[config.mk]
export PLATFORM = sky130hd
export DESIGN_NAME = h264_rtp_fu_a_packetizer_core
export DESIGN_NICKNAME = d
export VERILOG_FILES = /design/src/sv/hrfu_pkg.sv /design/src/sv/hrfu_front.sv /design/src/sv/hrfu_queue.sv /design/src/sv/hrfu_back.sv /design/src/sv/h264_rtp_fu_a_packetizer_core.sv
export SDC_FILE = /design/constraint.sdc
export NUM_CORES = 1
export LEC_CHECK = 0
export BUFFER_PORTS_ARGS = -buffer_cell sky130_fd_sc_hd__buf_2
export CORE_MARGIN = 8
export CORE_UTILIZATION = 40
export DETAILED_ROUTE_END_ITERATION = 6
export PLACE_DENSITY = 0.67
export SLEW_MARGIN = 0
export SYNTH_ARGS = -nofsm -noshare
export SYNTH_HDL_FRONTEND = slang
export SYNTH_SLANG_ARGS = --single-unit
[constraint.sdc]
create_clock -name clk -period 14.9 [get_ports clk]
set_clock_uncertainty 0.2 [all_clocks]
set_input_delay 2.235 -clock clk [delete_from_list [all_inputs] [get_ports clk]]
set_output_delay 2.235 -clock clk [all_outputs]
set_load 0.1 [all_outputs]
[src/sv/hrfu_pkg.sv]
// Shared types and constants for the H.264 RTP FU-A packetizer.
// Holds the beat structs, configuration types and the front-to-back command format.
// No dependencies.
package hrfu_pkg;

  localparam int LEN_W = 16;          // NAL length and remaining-byte count width
  localparam int HDR_BYTES = 14;      // 12 RTP header bytes plus FU indicator and FU header
  localparam int Q_DEPTH = 2;
  localparam int QPTR_W = $clog2(Q_DEPTH);
  localparam int QCNT_W = $clog2(Q_DEPTH + 1);

  localparam logic [7:0] RTP_BYTE0 = 8'h80;  // version 2, no padding, extension or CSRC
  localparam logic [7:0] FU_A_TYPE = 8'd28;
  localparam logic [7:0] NRI_MASK  = 8'he0;
  localparam logic [7:0] TYPE_MASK = 8'h1f;
  localparam logic [7:0] FU_S_BIT  = 8'h80;
  localparam logic [7:0] FU_E_BIT  = 8'h40;

  typedef logic [3:0] pos_t;
  localparam pos_t POS_HDR_FIRST = 4'd0;
  localparam pos_t POS_HDR_LAST  = 4'd11;
  localparam pos_t POS_FU_IND    = 4'd12;
  localparam pos_t POS_PAYLOAD   = 4'd14;

  typedef enum logic [2:0] {
    REG_SSRC         = 3'd0,
    REG_TS_STEP      = 3'd1,
    REG_PTYPE        = 3'd2,
    REG_SINGLE_LIMIT = 3'd3,
    REG_FRAG_LIMIT   = 3'd4,
    REG_SEQ_START    = 3'd5,
    REG_TS_START     = 3'd6
  } cfg_reg_e;

  typedef struct packed {
    logic [7:0]       nal_byte;
    logic             nal_begin;
    logic [LEN_W-1:0] nal_length;
  } nal_item_t;

  typedef struct packed {
    logic [7:0] out_byte;
    logic       packet_end;
    logic       run_last;
  } pkt_item_t;

  typedef struct packed {
    logic [31:0] ssrc;
    logic [31:0] ts_step;
    logic [6:0]  ptype;
    logic [15:0] single_limit;
    logic [15:0] frag_limit;
  } cfg_t;

  typedef struct packed {
    logic        seq_load;
    logic        ts_load;
    logic [31:0] value;
  } cfg_load_t;

  // One classified input byte: optional RTP header, optional FU bytes, then the payload byte.
  typedef struct packed {
    logic [7:0]  data;
    logic        pkt_end;
    logic        has_hdr;
    logic        marker;
    logic        has_fu;
    logic [7:0]  fu_ind;
    logic [7:0]  fu_hdr;
    logic [15:0] seq;
    logic [31:0] ts;
  } cmd_t;

endpackage

[src/sv/hrfu_front.sv]
// Front end of the packetizer: accepts NAL bytes, tracks packet state, issues commands.
// Depends on hrfu_pkg.
module hrfu_front import hrfu_pkg::*; (
  input  logic      clk,
  input  logic      rst,
  input  logic      nal_valid,
  output logic      nal_stall,
  input  nal_item_t nal,
  input  cfg_t      cfg,
  input  cfg_load_t load,
  input  logic      q_full,
  output logic      push,
  output cmd_t      cmd
);

  logic [15:0]      seq_cnt, seq_cnt_next;
  logic [31:0]      ts_cnt, ts_cnt_next;
  logic [LEN_W-1:0] remaining, remaining_next;
  logic [15:0]      fill, fill_next;
  logic             fragmenting, fragmenting_next;
  logic             first_frag, first_frag_next;
  logic [7:0]       saved_hdr, saved_hdr_next;

  logic             accept;
  logic [LEN_W-1:0] len;
  logic [15:0]      flim;
  logic [16:0]      fill_inc;

  assign nal_stall = q_full;
  assign accept    = nal_valid && !q_full;
  assign len       = (nal.nal_length == '0) ? LEN_W'(1) : nal.nal_length;
  assign flim      = (cfg.frag_limit == 16'd0) ? 16'd1 : cfg.frag_limit;
  assign fill_inc  = {1'b0, fill} + 17'd1;

  always_comb begin
    seq_cnt_next     = seq_cnt;
    ts_cnt_next      = ts_cnt;
    remaining_next   = remaining;
    fill_next        = fill;
    fragmenting_next = fragmenting;
    first_frag_next  = first_frag;
    saved_hdr_next   = saved_hdr;
    push             = 1'b0;
    cmd              = '0;
    cmd.data         = nal.nal_byte;
    cmd.seq          = seq_cnt;
    cmd.ts           = ts_cnt;
    if (accept) begin
      if (nal.nal_begin) begin
        ts_cnt_next     = ts_cnt + cfg.ts_step;
        cmd.ts          = ts_cnt_next;
        remaining_next  = len - LEN_W'(1);
        fill_next       = '0;
        first_frag_next = 1'b1;
        if ({16'd0, len} <= {{LEN_W{1'b0}}, cfg.single_limit}) begin
          fragmenting_next = 1'b0;
          push             = 1'b1;
          cmd.has_hdr      = 1'b1;
          cmd.marker       = 1'b1;
          cmd.pkt_end      = (len == LEN_W'(1));
          seq_cnt_next     = seq_cnt + 16'd1;
        end else begin
          fragmenting_next = 1'b1;
          saved_hdr_next   = nal.nal_byte;
        end
      end else if (remaining != '0) begin
        remaining_next = remaining - LEN_W'(1);
        push           = 1'b1;
        if (!fragmenting) begin
          cmd.pkt_end = (remaining == LEN_W'(1));
        end else begin
          if (fill == 16'd0) begin
            cmd.has_hdr = 1'b1;
            cmd.has_fu  = 1'b1;
            cmd.fu_ind  = (saved_hdr & NRI_MASK) | FU_A_TYPE;
            // Start bit on the first fragment; end bit only on a later, final one.
            if (first_frag) begin
              cmd.fu_hdr = (saved_hdr & TYPE_MASK) | FU_S_BIT;
            end else if ({16'd0, remaining} <= {{LEN_W{1'b0}}, flim}) begin
              cmd.fu_hdr = (saved_hdr & TYPE_MASK) | FU_E_BIT;
            end else begin
              cmd.fu_hdr = saved_hdr & TYPE_MASK;
            end
            seq_cnt_next = seq_cnt + 16'd1;
          end
          if (fill_inc >= {1'b0, flim} || remaining == LEN_W'(1)) begin
            cmd.pkt_end     = 1'b1;
            fill_next       = '0;
            first_frag_next = 1'b0;
          end else begin
            fill_next = fill_inc[15:0];
          end
        end
      end
    end
  end

  always_ff @(posedge clk) begin
    if (rst) begin
      seq_cnt     <= '0;
      ts_cnt      <= '0;
      remaining   <= '0;
      fill        <= '0;
      fragmenting <= 1'b0;
      first_frag  <= 1'b1;
      saved_hdr   <= '0;
    end else begin
      seq_cnt     <= load.seq_load ? load.value[15:0] : seq_cnt_next;
      ts_cnt      <= load.ts_load ? load.value : ts_cnt_next;
      remaining   <= remaining_next;
      fill        <= fill_next;
      fragmenting <= fragmenting_next;
      first_frag  <= first_frag_next;
      saved_hdr   <= saved_hdr_next;
    end
  end

endmodule

[src/sv/hrfu_queue.sv]
// Short command queue between the packetizer front end and the byte emitter.
// Depends on hrfu_pkg.
module hrfu_queue import hrfu_pkg::*; (
  input  logic clk,
  input  logic rst,
  input  logic push,
  input  cmd_t push_cmd,
  output logic full,
  output logic head_valid,
  output cmd_t head,
  input  logic pop
);

  cmd_t              mem [Q_DEPTH];
  logic [QPTR_W-1:0] wr_ptr, rd_ptr;
  logic [QCNT_W-1:0] count;
  logic              do_push, do_pop;

  assign full       = (count == QCNT_W'(Q_DEPTH));
  assign head_valid = (count != '0);
  assign head       = mem[rd_ptr];
  assign do_push    = push && !full;
  assign do_pop     = pop && head_valid;

  always_ff @(posedge clk) begin
    if (do_push) begin
      mem[wr_ptr] <= push_cmd;
    end
  end

  always_ff @(posedge clk) begin
    if (rst) begin
      wr_ptr <= '0;
      rd_ptr <= '0;
      count  <= '0;
    end else begin
      if (do_push) begin
        wr_ptr <= (wr_ptr == QPTR_W'(Q_DEPTH - 1)) ? '0 : wr_ptr + 1'b1;
      end
      if (do_pop) begin
        rd_ptr <= (rd_ptr == QPTR_W'(Q_DEPTH - 1)) ? '0 : rd_ptr + 1'b1;
      end
      if (do_push && !do_pop) begin
        count <= count + QCNT_W'(1);
      end else if (do_pop && !do_push) begin
        count <= count - QCNT_W'(1);
      end
    end
  end

endmodule

[src/sv/hrfu_back.sv]
// Back end of the packetizer: expands queued commands into RTP beats.
// Depends on hrfu_pkg.
module hrfu_back import hrfu_pkg::*; (
  input  logic      clk,
  input  logic      rst,
  input  logic      head_valid,
  input  cmd_t      head,
  output logic      pop,
  input  cfg_t      cfg,
  output logic      pkt_valid,
  input  logic      pkt_stall,
  output pkt_item_t pkt
);

  logic       mid;
  pos_t       pos;
  pos_t       cur, pos_next;
  logic       adv;
  logic [7:0] hdr_b [HDR_BYTES];
  logic [7:0] sel;

  assign cur = mid ? pos : (head.has_hdr ? POS_HDR_FIRST : POS_PAYLOAD);
  assign adv = head_valid && (!pkt_valid || !pkt_stall);
  assign pop = adv && (cur == POS_PAYLOAD);

  always_comb begin
    if (cur == POS_HDR_LAST) begin
      pos_next = head.has_fu ? POS_FU_IND : POS_PAYLOAD;
    end else begin
      pos_next = cur + 4'd1;
    end
  end

  always_comb begin
    hdr_b = '{RTP_BYTE0, {head.marker, cfg.ptype}, head.seq[15:8], head.seq[7:0],
              head.ts[31:24], head.ts[23:16], head.ts[15:8], head.ts[7:0],
              cfg.ssrc[31:24], cfg.ssrc[23:16], cfg.ssrc[15:8], cfg.ssrc[7:0],
              head.fu_ind, head.fu_hdr};
    sel = (cur == POS_PAYLOAD || cur > POS_PAYLOAD) ? head.data : hdr_b[cur];
  end

  always_ff @(posedge clk) begin
    if (adv) begin
      pkt.out_byte   <= sel;
      pkt.packet_end <= (cur == POS_PAYLOAD) && head.pkt_end;
      pkt.run_last   <= (cur == POS_PAYLOAD);
    end
  end

  always_ff @(posedge clk) begin
    if (rst) begin
      pkt_valid <= 1'b0;
      mid       <= 1'b0;
      pos       <= POS_HDR_FIRST;
    end else begin
      if (!pkt_valid || !pkt_stall) begin
        pkt_valid <= head_valid;
      end
      if (adv) begin
        mid <= (cur != POS_PAYLOAD);
        pos <= pos_next;
      end
    end
  end

endmodule

[src/sv/h264_rtp_fu_a_packetizer_core.sv]
// H.264 RTP packetizer (single NAL and FU-A modes), top level.
// The first beat of an input byte passes through the command queue and then the output
// register before it is on pkt.
// Throughput: one output beat per cycle while pkt_stall is low; an input byte makes 1 beat
// for a plain payload byte, 13 for the start of a single packet and 15 for the start of a
// fragment. The byte emitter and its output register set that pace.
// Reset (rst, synchronous): counters cleared, queue emptied, registers at their defaults.
module h264_rtp_fu_a_packetizer_core import hrfu_pkg::*; (
  input  logic        clk,
  input  logic        rst,
  input  logic        nal_valid,
  output logic        nal_stall,
  input  nal_item_t   nal,
  output logic        pkt_valid,
  input  logic        pkt_stall,
  output pkt_item_t   pkt,
  input  logic        cfg_valid,
  output logic        cfg_ready,
  input  logic [2:0]  cfg_index,
  input  logic [31:0] cfg_data
);

  // Configuration registers. The port never pushes back, so every write beat
  // lands at once. Sequence and timestamp start values are not kept: writing
  // them loads the running counters in the front end directly.
  cfg_t      cfg;
  cfg_load_t load;
  logic      cfg_wr;

  assign cfg_ready = 1'b1;
  assign cfg_wr    = cfg_valid && cfg_ready;

  always_comb begin
    load.seq_load = cfg_wr && (cfg_index == REG_SEQ_START);
    load.ts_load  = cfg_wr && (cfg_index == REG_TS_START);
    load.value    = cfg_data;
  end

  always_ff @(posedge clk) begin
    if (rst) begin
      cfg.ssrc         <= '0;
      cfg.ts_step      <= 32'd3600;
      cfg.ptype        <= 7'd96;
      cfg.single_limit <= 16'd1400;
      cfg.frag_limit   <= 16'd1400;
    end else if (cfg_wr) begin
      unique case (cfg_index)
        REG_SSRC:         cfg.ssrc         <= cfg_data;
        REG_TS_STEP:      cfg.ts_step      <= cfg_data;
        REG_PTYPE:        cfg.ptype        <= cfg_data[6:0];
        REG_SINGLE_LIMIT: cfg.single_limit <= cfg_data[15:0];
        REG_FRAG_LIMIT:   cfg.frag_limit   <= cfg_data[15:0];
        default: ;
      endcase
    end
  end

  // The front end classifies each NAL byte and updates sequence, timestamp and
  // fragment state in the cycle it is accepted. Bytes that make no beat (the
  // header byte of a fragmented NAL, stray bytes) are absorbed there.
  logic q_full, push, head_valid, pop;
  cmd_t push_cmd, head;

  hrfu_front u_front (
    .clk       (clk),
    .rst       (rst),
    .nal_valid (nal_valid),
    .nal_stall (nal_stall),
    .nal       (nal),
    .cfg       (cfg),
    .load      (load),
    .q_full    (q_full),
    .push      (push),
    .cmd       (push_cmd)
  );

  // A two-entry queue lets the front keep taking bytes while the back end is
  // still streaming out a header.
  hrfu_queue u_queue (
    .clk        (clk),
    .rst        (rst),
    .push       (push),
    .push_cmd   (push_cmd),
    .full       (q_full),
    .head_valid (head_valid),
    .head       (head),
    .pop        (pop)
  );

  // The back end walks header, FU bytes and payload one beat per cycle, while the output
  // is not stalled, into a registered output stage.
  hrfu_back u_back (
    .clk        (clk),
    .rst        (rst),
    .head_valid (head_valid),
    .head       (head),
    .pop        (pop),
    .cfg        (cfg),
    .pkt_valid  (pkt_valid),
    .pkt_stall  (pkt_stall),
    .pkt        (pkt)
  );

  // The front end must never push into a full queue.
  a_no_overflow: assert property (@(posedge clk) disable iff (rst)
    !(push && q_full))
    else $error("command pushed into full queue");

  // A packet only ends on the payload beat, which is the last beat of its input byte.
  a_end_is_last: assert property (@(posedge clk) disable iff (rst)
    (pkt_valid && pkt.packet_end) |-> pkt.run_last)
    else $error("packet end on a beat that is not the last of its run");

  // Once a run has started, its beats follow without gaps.
  a_run_continues: assert property (@(posedge clk) disable iff (rst)
    (pkt_valid && !pkt_stall && !pkt.run_last) |=> pkt_valid)
    else $error("gap inside a run of beats");

endmodule

==> metrics.cfg <==
[critical_path]
path_max_fanout = 45
critPathLaunchType = input pin
critPathSlowestCell = nor2b_4
path_buf_inv = 2
critPathMaxStageDelay_ps = 740
reg2reg_to = u_back.pkt[3]
critPathArrivalTime_ps = 6600
crit_top_cell = a21oi_1
rrSetupSlack_ps = 10720
critPathTopFamily = simple AND/OR/NAND/NOR gates
cp_data_required_time_ps = 14880
crit_type = input pin to register
rr_worst_depth = 11
end_kind = register
path_cells = buf_2 -> or4_1 -> or2_1 -> nor4_2 -> a21oi_1 -> ha_1 -> nand4_1 -> nor4_1 -> a21oi_1 -> a21oi_1 -> nor2b_4 -> buf_4

[drt]
wl_per_cell_um = 19.48
dr.first_iter.drc_count = 1260
vias = 14410
ant_nets = 0
drc = 0
finalWirelength_um = 49910
vias_per_cell = 5.626
dr.pass1.iters = 6

[global_routing]
grt_max_degree = 121
grt_pass1_vias = 13940
gr-total-overflow = 0
grtUsageMet3 = 0.03733
top_usage_layer = met2
globalRouteTotalUtil = 0.1846
grtUsageMet1 = 0.2487
grt_pass1_wl_um = 77960
antenna_found_initial = 0
use_met2 = 0.2931

[clocking]
clkSinkCount = 354
cts_setup_buffers = 0
cts_tree = built
cts_buffers = 38
clk_pin_slew_worst_paths_ps = 60
htreeDepth = 2
cts-root-buf = clkbuf_16
cts-hold-fix-buffers = 0
clk_path_buf_depth = 3
worstSkewPairLatency_ps = 550
cts_resized = 0

[yosys]
avgSynthCellArea_um2 = 9.496
syn_area_um2 = 18160
ys_ff_latch = 354
synth_edf_count = 150
ys_types = 78
syn_inst = 1913
synth_warnings = 0
synth_flop_cell = dfxtp_1
yosysSeqAreaShare = 0.4728
async_reset_ff_frac = 0
syn-num-nets = 2066

[pwr]
switchingPower_w = 0.0009493
pwr-share-clk = 0.328
leakage_nw = 7.729
share_seq_of_total_power = 0.414
cell_internal_pwr_w = 0.001905
comb_power_share = 0.258
ir_worst_vdd_mv = 0.07691
total_power_w = 0.002854
sw_frac_of_total = 0.3326
power_density_nw_per_um2 = 140.9

[min_path]
hold_start = cfg[73]
min_path_type = register to register
min_path_cells = 2
holdPathEnd = cfg[73]

[final_layout]
diodes = 0
area_delta_synth_final_pct = 11.48
fin_nets = 2085
fill_cells = 4241
drive_gt1_frac = 0.1116
multiInputGateArea_um2 = 8947
seq_area_um2 = 8589

[placed_design]
dpl.hpwl_um = 35170
numPortBuffers = 76
place.gp.congestion = 0.8668

[outcome]
outcome = finished clean

[timing]
fmax_ghz = 0.1512
worst_pin_slew_ps = 1237
rsz0062_at_grt = no
finalMaxSlewViolations = 0
slew_headroom = 0.1753
fin_setup_tns_ps = 0
setup_violations = 0
fin_crit_ps = 6615
finalCritPeriodShare = 0.4440
holdWs_ps = 254.0
hold_viol = 0

[floorplan]
die_area_um2 = 52490
die_y_um = 229.1
die_x_um = 229.1
rows = 78
io_pins = 78
initial_core_util = 0.4029
core_area_um2 = 45090

[flow_run]
drv_cap = 0

==> cell usage after synthesis, types with 9 or more instances <==
cell	count	area, um^2
xor2_1	44	385.4
nor2_1	162	608.1
mux4_2	37	833.3
o21ai_0	58	290.3
edfxtp_1	150	4504
nor3_1	33	165.2
o21a_1	12	90.09
nand2_1	355	1333
mux2i_1	35	350.3
nand4_1	17	106.4
a311oi_1	11	96.34
nor2b_1	11	68.82
o211ai_1	10	75.07
dfxtp_1	204	4084
and2_1	17	106.4
and3_1	11	68.82
a211oi_1	29	217.7
a21oi_1	171	855.8
nand3_1	51	255.2
clkbuf_1	100	375.4
a31oi_1	14	87.58
a21o_1	29	217.7
nand2b_1	9	56.30
inv_1	56	210.2
nor4_1	12	75.07
nand3b_1	13	97.59
xnor2_1	39	341.6
or3_1	11	68.82
ha_1	87	1089
buf_1	10	37.54
==> final cells by class <==
class | count | area share
Clock buffer | 53 | 0.05122
Clock inverter | 17 | 0.009145
Multi-Input combinational cell | 1387 | 0.4419
Timing Repair Buffer | 95 | 0.02614
Sequential cell | 354 | 0.4242
Inverter | 56 | 0.01038
Tap cell | 600 | 0.03707
==> how the worst max path moves through the flow <==
stage | from | end | slack, ps | cells after the start
final | nal[11] | u_queue.mem[0][13] | 8280 | 12
after global routing | nal[11] | u_queue.mem[0][13] | 7970 | 12
after CTS | nal[11] | u_queue.mem[0][66] | 8360 | 12
after detailed placement | nal[11] | u_queue.mem[0][2] | 7780 | 12
after global placement | nal[11] | u_queue.mem[0][18] | 7920 | 12
after floorplan | nal[11] | u_queue.mem[0][0] | 6540 | 10
==> cells by family (layout without fill, tap and decap cells) <==
group / after synthesis / count (layout) / share of synthesized area
buf+inv: 172 / 221 / 0.03609
flops: 354 / 354 / 0.4728
other cells: 1 / 1 / 0.0002064
fa+ha+maj: 88 / 88 / 0.06103
compound gates: 405 / 405 / 0.1422
xor+xnor: 83 / 83 / 0.04002
simple gates: 736 / 736 / 0.1812
mux: 74 / 74 / 0.06640
==> layout by cell type (no fill, tap or decap), drive strengths merged, types with 9 or more instances in the layout <==
cell,instances
a31oi,14
mux4,37
nor4,13
a21o,29
buf,95
nand2b,9
ha,87
or3,11
edfxtp,150
nand3b,13
and2,18
nand4,17
nor2b,11
inv,59
nor2,162
nand3,51
a211oi,31
a311oi,11
o211ai,10
nand2,356
xnor2,39
mux2i,35
a21oi,172
nor3,35
dfxtp,204
o21ai,61
and3,11
o21a,12
clkbuf,53
xor2,44
==> flip-flops by register name, summed over array words and instances (netlist names), 2 cells and up, named ones only <==
name and count:
cfg 103, u_back.pkt 10, u_back.pos 4, u_front.fill 16, u_front.remaining 16, u_front.saved_hdr 8, u_front.seq_cnt 16, u_front.ts_cnt 32
u_queue.count 2, u_queue.mem 140
==> routing by layer <==
layer	routed length [um]	up-vias
met4	1468	0
met1	22590	6984
met2	22470	473
li1	-	6875
met3	3380	82
met5	0	-
==> worst min-delay path: cells and delay by family (launching register included) <==
kind | cells | cell delay (ps)
simple gates | 1 | 50
flops | 1 | 310
compound gates | 1 | 50
==> stage by stage <==
stage               instances  setup slack, ps  cell area, um^2    util
CTS                      2562             8364            20250  0.4491
finish                   2562             8285            20250  0.4491
global placement         2492             7919            19030  0.4220
global route             2562             7970            20250  0.4491
floorplan                1913             6540            18160       -
detailed placement       2492             7782            19030  0.4220
==> power groups by stage <==
stage          Sequential, W  Clock, W  Combinational [W]
6_report             0.00118  0.000937           0.000736
2_1_floorplan        0.00129         0           0.000432
4_1_cts              0.00118  0.000955           0.000737
3_5_place_dp         0.00120         0           0.000735
5_1_grt              0.00119  0.000993           0.000798
3_3_place_gp         0.00120         0           0.000721
Power figures use the tool's default switching activity.
